==> src/rtl/core/blg_pkg.sv <==
// Shared constants, codes and helpers for the Bresenham line generator.
// No dependencies; used by every module of the block.
package blg_pkg;

  // Coordinate width used when the top level is not overridden.
  localparam int COORD_BITS_DEFAULT = 8;

  // Limit registers are 8 bits wide whatever the coordinate width.
  localparam int CFG_BITS = 8;
  localparam logic [CFG_BITS-1:0] MAX_COLUMN_RESET = 8'd131;
  localparam logic [CFG_BITS-1:0] MAX_ROW_RESET    = 8'd175;

  // Register index codes, taken from paddr[2].
  localparam logic REG_MAX_COLUMN = 1'b0;
  localparam logic REG_MAX_ROW    = 1'b1;

  // Request kinds carried on s_tuser.
  localparam logic OP_LOAD = 1'b0;
  localparam logic OP_STEP = 1'b1;

  // Depth of the command queue between front and back.
  localparam int QUEUE_DEPTH = 2;

  // Queue status seen by both ends.
  typedef struct packed {
    logic full;
    logic empty;
  } q_status_t;

  // Width of one packed command: opcode, four coordinates, color,
  // four flags and two doubled deltas.
  function automatic int cmd_width(input int cb);
    return 6 * cb + 23;
  endfunction

endpackage

==> src/rtl/core/blg_front.sv <==
// Front end: accepts requests, classifies them and does the line setup.
// Depends on blg_pkg; feeds blg_queue.
module blg_front #(
  parameter int COORD_BITS = blg_pkg::COORD_BITS_DEFAULT,
  localparam int CMD_W = blg_pkg::cmd_width(COORD_BITS),
  localparam int IN_W  = ((4 * COORD_BITS + 16 + 7) / 8) * 8
) (
  input  logic                         s_tvalid,
  output logic                         s_tready,
  input  logic [IN_W-1:0]              s_tdata,
  input  logic                         s_tuser,
  input  logic [blg_pkg::CFG_BITS-1:0] max_column,
  input  logic [blg_pkg::CFG_BITS-1:0] max_row,
  input  blg_pkg::q_status_t           q_status,
  output logic                         push,
  output logic [CMD_W-1:0]             cmd
);

  localparam int CB    = COORD_BITS;
  localparam int CMP_W = (CB > blg_pkg::CFG_BITS) ? CB : blg_pkg::CFG_BITS;

  typedef struct packed {
    logic          op;
    logic [CB-1:0] sx;
    logic [CB-1:0] sy;
    logic [CB-1:0] ex;
    logic [CB-1:0] ey;
    logic [15:0]   color;
    logic          range_flag;
    logic          dir_x_neg;
    logic          dir_y_neg;
    logic          x_major;
    logic [CB:0]   twice_dx;
    logic [CB:0]   twice_dy;
  } cmd_t;

  cmd_t          c;
  logic [CB-1:0] adx;
  logic [CB-1:0] ady;

  assign s_tready = !q_status.full;
  assign push     = s_tvalid && s_tready;

  always_comb begin
    c.op    = s_tuser;
    c.sx    = s_tdata[CB-1:0];
    c.sy    = s_tdata[2*CB-1:CB];
    c.ex    = s_tdata[3*CB-1:2*CB];
    c.ey    = s_tdata[4*CB-1:3*CB];
    c.color = s_tdata[4*CB+15:4*CB];

    c.range_flag = (CMP_W'(c.sx) > CMP_W'(max_column)) ||
                   (CMP_W'(c.ex) > CMP_W'(max_column)) ||
                   (CMP_W'(c.sy) > CMP_W'(max_row)) ||
                   (CMP_W'(c.ey) > CMP_W'(max_row));

    c.dir_x_neg = c.ex < c.sx;
    c.dir_y_neg = c.ey < c.sy;
    adx = c.dir_x_neg ? (c.sx - c.ex) : (c.ex - c.sx);
    ady = c.dir_y_neg ? (c.sy - c.ey) : (c.ey - c.sy);
    c.twice_dx = {adx, 1'b0};
    c.twice_dy = {ady, 1'b0};
    c.x_major  = adx > ady;
  end

  assign cmd = c;

endmodule

==> src/rtl/core/blg_queue.sv <==
// Short command queue that decouples the front end from the stepper.
// Depends on blg_pkg for its depth and status type.
module blg_queue #(
  parameter int WIDTH = 8
) (
  input  logic               clk,
  input  logic               rst,
  input  logic               push,
  input  logic [WIDTH-1:0]   wr_data,
  input  logic               pop,
  output logic [WIDTH-1:0]   rd_data,
  output blg_pkg::q_status_t status
);

  localparam int DEPTH = blg_pkg::QUEUE_DEPTH;
  localparam int PW    = (DEPTH > 1) ? $clog2(DEPTH) : 1;
  localparam int CW    = $clog2(DEPTH + 1);

  logic [WIDTH-1:0] entry [DEPTH];
  logic [PW-1:0]    wr_ptr;
  logic [PW-1:0]    rd_ptr;
  logic [CW-1:0]    count;

  assign status.full  = count == CW'(DEPTH);
  assign status.empty = count == '0;
  assign rd_data      = entry[rd_ptr];

  always_ff @(posedge clk) begin
    if (rst) begin
      wr_ptr <= '0;
      rd_ptr <= '0;
      count  <= '0;
    end else begin
      if (push) begin
        wr_ptr <= (wr_ptr == PW'(DEPTH - 1)) ? '0 : wr_ptr + 1'b1;
      end
      if (pop) begin
        rd_ptr <= (rd_ptr == PW'(DEPTH - 1)) ? '0 : rd_ptr + 1'b1;
      end
      if (push && !pop) begin
        count <= count + 1'b1;
      end else if (pop && !push) begin
        count <= count - 1'b1;
      end
    end
  end

  always_ff @(posedge clk) begin
    if (push) begin
      entry[wr_ptr] <= wr_data;
    end
  end

endmodule

==> src/rtl/core/blg_back.sv <==
// Back end: holds the line state, runs one Bresenham step per command
// and keeps the output register. Depends on blg_pkg; fed by blg_queue.
module blg_back #(
  parameter int COORD_BITS = blg_pkg::COORD_BITS_DEFAULT,
  localparam int CMD_W = blg_pkg::cmd_width(COORD_BITS)
) (
  input  logic                  clk,
  input  logic                  rst,
  input  blg_pkg::q_status_t    q_status,
  input  logic [CMD_W-1:0]      cmd,
  output logic                  pop,
  output logic                  m_tvalid,
  input  logic                  m_tready,
  output logic                  m_tlast,
  output logic                  m_tuser,
  output logic [COORD_BITS-1:0] pixel_x,
  output logic [COORD_BITS-1:0] pixel_y,
  output logic [15:0]           out_color
);

  localparam int CB = COORD_BITS;
  localparam int EW = COORD_BITS + 3;

  typedef struct packed {
    logic          op;
    logic [CB-1:0] sx;
    logic [CB-1:0] sy;
    logic [CB-1:0] ex;
    logic [CB-1:0] ey;
    logic [15:0]   color;
    logic          range_flag;
    logic          dir_x_neg;
    logic          dir_y_neg;
    logic          x_major;
    logic [CB:0]   twice_dx;
    logic [CB:0]   twice_dy;
  } cmd_t;

  cmd_t c;

  // Line state.
  logic [CB-1:0]        cur_x;
  logic [CB-1:0]        cur_y;
  logic [CB-1:0]        target_x;
  logic [CB-1:0]        target_y;
  logic signed [EW-1:0] error_term;
  logic [CB:0]          twice_dx;
  logic [CB:0]          twice_dy;
  logic                 dir_x_negative;
  logic                 dir_y_negative;
  logic                 x_major;
  logic                 line_active;
  logic [15:0]          line_color;
  logic                 range_flag;

  logic                 out_free;
  logic                 is_load;
  logic signed [EW-1:0] load_error;
  logic                 load_done;
  logic signed [EW-1:0] tdx_s;
  logic signed [EW-1:0] tdy_s;
  logic signed [EW-1:0] err_major;
  logic signed [EW-1:0] err_minor;
  logic signed [EW-1:0] err_dec;
  logic signed [EW-1:0] step_error;
  logic                 err_ge0;
  logic [CB-1:0]        moved_x;
  logic [CB-1:0]        moved_y;
  logic [CB-1:0]        step_x;
  logic [CB-1:0]        step_y;
  logic                 step_done;

  assign c        = cmd_t'(cmd);
  assign out_free = !m_tvalid || m_tready;
  assign pop      = !q_status.empty && out_free;
  assign is_load  = c.op == blg_pkg::OP_LOAD;

  // Setup of a new line: initial error term and the zero-length test.
  always_comb begin
    if (c.x_major) begin
      load_error = signed'(EW'(c.twice_dy)) - signed'(EW'(c.twice_dx >> 1));
      load_done  = c.sx == c.ex;
    end else begin
      load_error = signed'(EW'(c.twice_dx)) - signed'(EW'(c.twice_dy >> 1));
      load_done  = c.sy == c.ey;
    end
  end

  // One step along the active line.
  always_comb begin
    tdx_s      = signed'(EW'(twice_dx));
    tdy_s      = signed'(EW'(twice_dy));
    err_major  = x_major ? tdx_s : tdy_s;
    err_minor  = x_major ? tdy_s : tdx_s;
    err_ge0    = !error_term[EW-1];
    err_dec    = err_ge0 ? (error_term - err_major) : error_term;
    step_error = err_dec + err_minor;
    moved_x    = dir_x_negative ? (cur_x - 1'b1) : (cur_x + 1'b1);
    moved_y    = dir_y_negative ? (cur_y - 1'b1) : (cur_y + 1'b1);
    if (x_major) begin
      step_x    = moved_x;
      step_y    = err_ge0 ? moved_y : cur_y;
      step_done = moved_x == target_x;
    end else begin
      step_x    = err_ge0 ? moved_x : cur_x;
      step_y    = moved_y;
      step_done = moved_y == target_y;
    end
  end

  always_ff @(posedge clk) begin
    if (rst) begin
      line_active <= 1'b0;
      m_tvalid    <= 1'b0;
    end else begin
      if (m_tvalid && m_tready) begin
        m_tvalid <= 1'b0;
      end
      if (pop) begin
        if (is_load) begin
          line_active <= !load_done;
          m_tvalid    <= 1'b1;
        end else if (line_active) begin
          line_active <= !step_done;
          m_tvalid    <= 1'b1;
        end
      end
    end
  end

  always_ff @(posedge clk) begin
    if (pop) begin
      if (is_load) begin
        cur_x          <= c.sx;
        cur_y          <= c.sy;
        target_x       <= c.ex;
        target_y       <= c.ey;
        error_term     <= load_error;
        twice_dx       <= c.twice_dx;
        twice_dy       <= c.twice_dy;
        dir_x_negative <= c.dir_x_neg;
        dir_y_negative <= c.dir_y_neg;
        x_major        <= c.x_major;
        line_color     <= c.color;
        range_flag     <= c.range_flag;
        pixel_x        <= c.sx;
        pixel_y        <= c.sy;
        out_color      <= c.color;
        m_tlast        <= load_done;
        m_tuser        <= c.range_flag;
      end else if (line_active) begin
        cur_x      <= step_x;
        cur_y      <= step_y;
        error_term <= step_error;
        pixel_x    <= step_x;
        pixel_y    <= step_y;
        out_color  <= line_color;
        m_tlast    <= step_done;
        m_tuser    <= range_flag;
      end
    end
  end

endmodule

==> src/rtl/core/bresenham_line_generator_unit.sv <==
// Top level of the Bresenham line generator: request port, limit registers,
// front end, command queue and stepper. Depends on blg_pkg, blg_front,
// blg_queue and blg_back.
//
// Usage. Requests arrive on the s_ channel. s_tuser selects the kind: a load
// (OP_LOAD) carries start_x, start_y, end_x, end_y and pixel_color in s_tdata
// and emits the line's start pixel; a step (OP_STEP) emits the next pixel of
// the active line, or nothing when no line is active. Pixels leave on the m_
// channel; m_tlast marks the endpoint and m_tuser flags a line whose endpoints
// exceeded max_column or max_row at its load. The limits are written through
// the APB port (max_column at address 0, max_row at address 4) while idle.
// A request accepted at a clock edge is written into the queue; its pixel is
// registered in the output register, with m_tvalid set, once the stepper pops it.
// Throughput is one request per clock while the receiver keeps up: each step is
// computed combinationally in the stepper, and the two-entry queue keeps accepting
// while a finished pixel waits in the output register. When the receiver stalls,
// the pixel holds, the queue fills and s_tready drops once it is full.
// Reset empties the queue, drops any line and any pending pixel, and restores
// the limits to 131 and 175.
module bresenham_line_generator_unit #(
  parameter int COORD_BITS = blg_pkg::COORD_BITS_DEFAULT,
  localparam int IN_W  = ((4 * COORD_BITS + 16 + 7) / 8) * 8,
  localparam int OUT_W = ((2 * COORD_BITS + 16 + 7) / 8) * 8
) (
  input  logic             clk,
  input  logic             rst,
  // Request channel.
  input  logic             s_tvalid,
  output logic             s_tready,
  input  logic [IN_W-1:0]  s_tdata,  // start_x, start_y, end_x, end_y, pixel_color
  input  logic             s_tuser,  // opcode
  // Pixel channel.
  output logic             m_tvalid,
  input  logic             m_tready,
  output logic [OUT_W-1:0] m_tdata,  // pixel_x, pixel_y, out_color
  output logic             m_tlast,  // last
  output logic             m_tuser,  // out_of_range
  // Register port.
  input  logic             psel,
  input  logic             penable,
  input  logic             pwrite,
  input  logic [2:0]       paddr,
  input  logic [31:0]      pwdata,
  output logic [31:0]      prdata,
  output logic             pready
);

  localparam int CMD_W = blg_pkg::cmd_width(COORD_BITS);

  logic [blg_pkg::CFG_BITS-1:0] max_column;
  logic [blg_pkg::CFG_BITS-1:0] max_row;
  logic                         reg_write;

  logic                         push;
  logic                         pop;
  logic [CMD_W-1:0]             cmd_in;
  logic [CMD_W-1:0]             cmd_out;
  blg_pkg::q_status_t           q_status;

  logic [COORD_BITS-1:0]        pixel_x;
  logic [COORD_BITS-1:0]        pixel_y;
  logic [15:0]                  out_color;

  // The register port never waits. paddr[2] picks the register.
  assign pready    = 1'b1;
  assign reg_write = psel && penable && pwrite && pready;

  always_ff @(posedge clk) begin
    if (rst) begin
      max_column <= blg_pkg::MAX_COLUMN_RESET;
      max_row    <= blg_pkg::MAX_ROW_RESET;
    end else if (reg_write) begin
      unique case (paddr[2])
        blg_pkg::REG_MAX_COLUMN: max_column <= pwdata[blg_pkg::CFG_BITS-1:0];
        blg_pkg::REG_MAX_ROW:    max_row    <= pwdata[blg_pkg::CFG_BITS-1:0];
        default: ;
      endcase
    end
  end

  always_comb begin
    unique case (paddr[2])
      blg_pkg::REG_MAX_COLUMN: prdata = 32'(max_column);
      blg_pkg::REG_MAX_ROW:    prdata = 32'(max_row);
      default:                 prdata = '0;
    endcase
  end

  // The front end decodes each request and computes the deltas, directions,
  // major axis and range flag before it enters the queue.
  blg_front #(.COORD_BITS(COORD_BITS)) u_front (
    .s_tvalid   (s_tvalid),
    .s_tready   (s_tready),
    .s_tdata    (s_tdata),
    .s_tuser    (s_tuser),
    .max_column (max_column),
    .max_row    (max_row),
    .q_status   (q_status),
    .push       (push),
    .cmd        (cmd_in)
  );

  blg_queue #(.WIDTH(CMD_W)) u_queue (
    .clk     (clk),
    .rst     (rst),
    .push    (push),
    .wr_data (cmd_in),
    .pop     (pop),
    .rd_data (cmd_out),
    .status  (q_status)
  );

  // The stepper takes one command per cycle whenever its output register
  // is free or being emptied in the same cycle.
  blg_back #(.COORD_BITS(COORD_BITS)) u_back (
    .clk       (clk),
    .rst       (rst),
    .q_status  (q_status),
    .cmd       (cmd_out),
    .pop       (pop),
    .m_tvalid  (m_tvalid),
    .m_tready  (m_tready),
    .m_tlast   (m_tlast),
    .m_tuser   (m_tuser),
    .pixel_x   (pixel_x),
    .pixel_y   (pixel_y),
    .out_color (out_color)
  );

  // Pad bits above the fields are zero.
  assign m_tdata = OUT_W'({out_color, pixel_y, pixel_x});

endmodule

==> config.mk <==
export PLATFORM = sky130hd
export DESIGN_NAME = bresenham_line_generator_unit
export DESIGN_NICKNAME = d
export VERILOG_FILES = /design/src/rtl/core/blg_pkg.sv /design/src/rtl/core/blg_front.sv /design/src/rtl/core/blg_queue.sv /design/src/rtl/core/blg_back.sv /design/src/rtl/core/bresenham_line_generator_unit.sv
export SDC_FILE = /design/constraint.sdc
export NUM_CORES = 1
export LEC_CHECK = 0
export ABC_AREA = 0
export BUFFER_PORTS_ARGS = -buffer_cell sky130_fd_sc_hd__buf_2
export CORE_UTILIZATION = 64
export CTS_CLUSTER_SIZE = 28
export DETAILED_ROUTE_END_ITERATION = 12
export PLACE_DENSITY = 0.95
export RECOVER_POWER = 25
export SETUP_SLACK_MARGIN = 0.1
export SLEW_MARGIN = 25
export SYNTH_ARGS = -nofsm -noshare
export SYNTH_HDL_FRONTEND = slang
export SYNTH_SLANG_ARGS = --single-unit
==> constraint.sdc <==
create_clock -name clk -period 8.7 [get_ports clk]
set_input_delay 0.435 -clock clk [delete_from_list [all_inputs] [get_ports clk]]
set_output_delay 0.435 -clock clk [all_outputs]
set_load 0.1 [all_outputs]
==> key figures <==
Power and ir drop
  – Sequential share of power: 0.312
  – Combinational fraction of design power: 0.523
  – Switching share of power: 0.448
  – Clk pwr share: 0.165
  – Sw Pwr: 2.84 mW
  – Leak: 6.44 nW
  – Maximum VDD drop: 202 uV
  – Pint: 3.51 mW
  – Power Dens Cells: 400 nW/um^2

STA
  – Endpoints failing setup: 0
  – Final min period: 4.47 ns
  – Tcrit/Tclk final: 0.514
  – Worst Hold Slack: 0.0982 ns
  – Worst slew margin: 0.328
  – FMAX: 224 MHz
  – Worst Tran Pin Value: 1.01 ns
  – Final Hold Fails: 0
  – Setup TNS: 0 ns
  – Slew Limit Fails: 0
  – Clock skew: 0.0258 ns
  – RSZ-0062 raised after global routing: no

Route
  – Detailed-route DRC error count: 5
  – Vias per inst: 6.34
  – Routed len/inst: 21.6 um
  – First drt pass iteration count: 12
  – Final wirelength: 35,400 um
  – Final ANT Viol Nets: 0
  – DRT iter0 DRCs: 1,420
  – Via count: 10.4k

Clock network
  – CTS Hold Bufs: 0
  – Resized cells post-CTS: 0
  – H-tree levels: 1
  – Root Buffer: clkbuf_16
  – TritonCTS Buffers: 25
  – TritonCTS clock tree: built
  – Worst-case clock buffer depth: 3
  – Worst skew pair latency: 0.53 ns
  – Worst-path clk slew: 0.06 ns
  – CTS sink count: 257
  – Post-CTS Setup Bufs: 0

Final layout
  – Fin nets: 1,558
  – Area delta synth->final: 9.90%
  – Share of post-route cells with drive strength above 1: 0.124
  – # fillers: 1,283
  – N_diodes: 0

Outcome
  – Status: finished, violations left
  – Failing checks: design-rule violations

Critical path
  – Required arrival time at the worst endpoint: 8.95 ns
  – R2r setup slk: 4.23 ns
  – Crit end category: register
  – CP max FO: 20
  – CP Capture Point: u_back.error_term[10]
  – Critical path type: reg -> reg
  – CP cell instances: mux2_2 -> ha_1 -> inv_1 -> fa_1 -> mux2_2 -> ha_1 -> a21o_1 -> a21oi_1 -> nor2_1 -> o31a_1 -> o31a_1 -> o21ai_0 -> xor2_1 -> a21oi_1
  – Worst setup SP type: register
  – Critical path launch point: u_back.x_major
  – RR Endpoint: u_back.error_term[10]
  – Slowest stage delay, CP: 1.01 ns
  – R2r worst-path depth: 14
  – Worst Path Buf+Inv: 1
  – Levels on crit path: 14
  – Crit path DAT: 4.72 ns
  – Family with the most delay on the worst path: compound AO/OA/AOI/OAI gates
  – R2R Path Start: u_back.x_major
  – Crit-path slowest cell: edfxtp_1

Logic synthesis
  – Sequential-to-total area share from yosys stat: 0.518
  – Main flop type after synthesis: edfxtp_1
  – Synth area leader: edfxtp_1
  – Fraction of registers with async set/reset: 0
  – Mapped Area: 14,500 sq um
  – Synth warn: 0
  – Yosys top cell area share: 0.486
  – Synth cell types: 66
  – Area contributors post-synth: edfxtp_1 (49%), ha_1 (9.9%), mux2i_1 (3.9%), mux2_2 (3.7%), dfxtp_1 (3.2%)
  – Post-synth EDFFs: 234
  – Post-Syn Area per Cell: 11.7 sq um
  – Yosys reg bits: 257
  – Cell count after synthesis: 1,240

Worst hold path
  – Worst Hold Depth: 1
  – Hold Crit Class: in -> reg

Die
  – # rows: 54
  – Die H: 152 um
  – Starting density of the core: 0.659
  – Core area: 22,000 sq um
  – Die area: 23,200 sq um
  – IO Pins: 160
  – Chip width: 152 um

Global route
  – Met1 usage: 0.374
  – GR Util met2: 0.519
  – Total GRT Usage: 0.305
  – Vias in the first global route: 10.5k
  – Largest net degree at the start of global routing: 67
  – GRT overflow: 0
  – First-pass GRT wire length: 55,400 um
  – Global route hottest layer: met2
  – Global routing met3 resource utilization: 0.0498
  – Initial antenna violation count: 0

Placed design
  – Final RePlAce weighted congestion: 0.916
  – DP Wirelength: 23,300 um
  – Port bufs: 108

Flow run
  – Max Cap Viol: 0
-- placed cells by master, fill, tap and decap left out, drive strengths merged, types with 8 or more instances in the layout --
cell type,count
a211o,8
clkinv,11
nor3,14
nor2b,13
conb,25
mux2,50
nand2b,16
a211oi,9
nand2,113
edfxtp,234
o21ai,60
nor2,55
xnor2,52
inv,103
a31oi,9
mux2i,58
clkbuf,72
fa,10
nand3,23
ha,114
a21oi,64
xor2,30
dfxtp,23
o21a,11
a21o,24
buf,74
-- per-stage QoR --
step	worst slack (ns)	total power, mW	instances	area [sq um]	util
detailed placement	3.79	5.12	1596	15200	0.691
finish	4.23	6.35	1641	15900	0.724
global route	4.03	6.64	1641	15900	0.724
floorplan	3.84	4.44	1263	14600	-
CTS	4.14	6.27	1641	16000	0.726
global placement	4.01	4.92	1596	15200	0.691
-- sequential cells by signal, summed over array words and instances (netlist names), 8 cells and up, named ones only --
register	cells
u_queue.entry	138
u_back.line_color	16
u_back.out_color	16
u_back.error_term	10
max_column	8
max_row	8
u_back.pixel_x	8
u_back.pixel_y	8
u_back.target_x	8
u_back.target_y	8
u_back.twice_dx	8
u_back.twice_dy	8
-- routing by layer --
| metal | wire, um | vias up | part of all wire |
|---|---|---|---|
| met1 | 13300 | 4937 | 0.38 |
| met2 | 17100 | 678 | 0.48 |
| met3 | 3180 | 156 | 0.090 |
| met4 | 1800 | 0 | 0.051 |
| li1 | - | 4639 | - |
| met5 | 0 | - | 0 |
-- final cells by class --
cell class	instances	area [sq um]	share of cell area
clock buffer	31	662	0.0416
clock inverter	14	120	0.00756
inverter	102	383	0.0241
multi-input combinational	842	6350	0.400
sequential	257	7490	0.471
tap	280	350	0.0220
timing repair buffer	115	542	0.0341
-- cell families (layout without fill, tap and decap cells) --
logic type,Yosys count,after routing,share of synthesized area
simple gates,269,269,0.0850
flops,257,257,0.518
other cells,2,25,0.000519
fa+ha+maj,124,124,0.112
buf+inv,164,262,0.0511
mux,108,108,0.0796
compound gates,234,234,0.104
xor+xnor,82,82,0.0497
-- power by group through the flow --
stage	registers [mW]	logic [mW]	clock network [mW]
after floorplan	2.35	2.08	0
final	1.98	3.32	1.05
after detailed placement	1.99	3.12	0
after CTS	1.98	3.25	1.05
after global routing	2.00	3.54	1.09
after global placement	1.97	2.94	0
-- synthesized netlist by cell type (24+ instances only) --
master	count
a21o_1	24
a21oi_1	64
buf_4	26
edfxtp_1	234
ha_1	114
inv_1	102
mux2_2	48
mux2i_1	56
nand2_1	113
nor2_1	55
o21ai_0	57
xnor2_1	52
xor2_1	30
-- worst min-delay path by stage --
stage,startpoint,slack [ns],endpoint
5_1_grt,s_tuser,0.1,u_queue.entry[1][68]
4_1_cts,s_tuser,0.1,u_queue.entry[0][68]
3_3_place_gp,max_row[6],0.47,max_row[6]
2_1_floorplan,max_row[4],0.45,max_row[4]
6_report,s_tuser,0.1,u_queue.entry[0][68]
3_5_place_dp,max_row[4],0.48,max_row[4]
(Power assumes the default switching activity.)
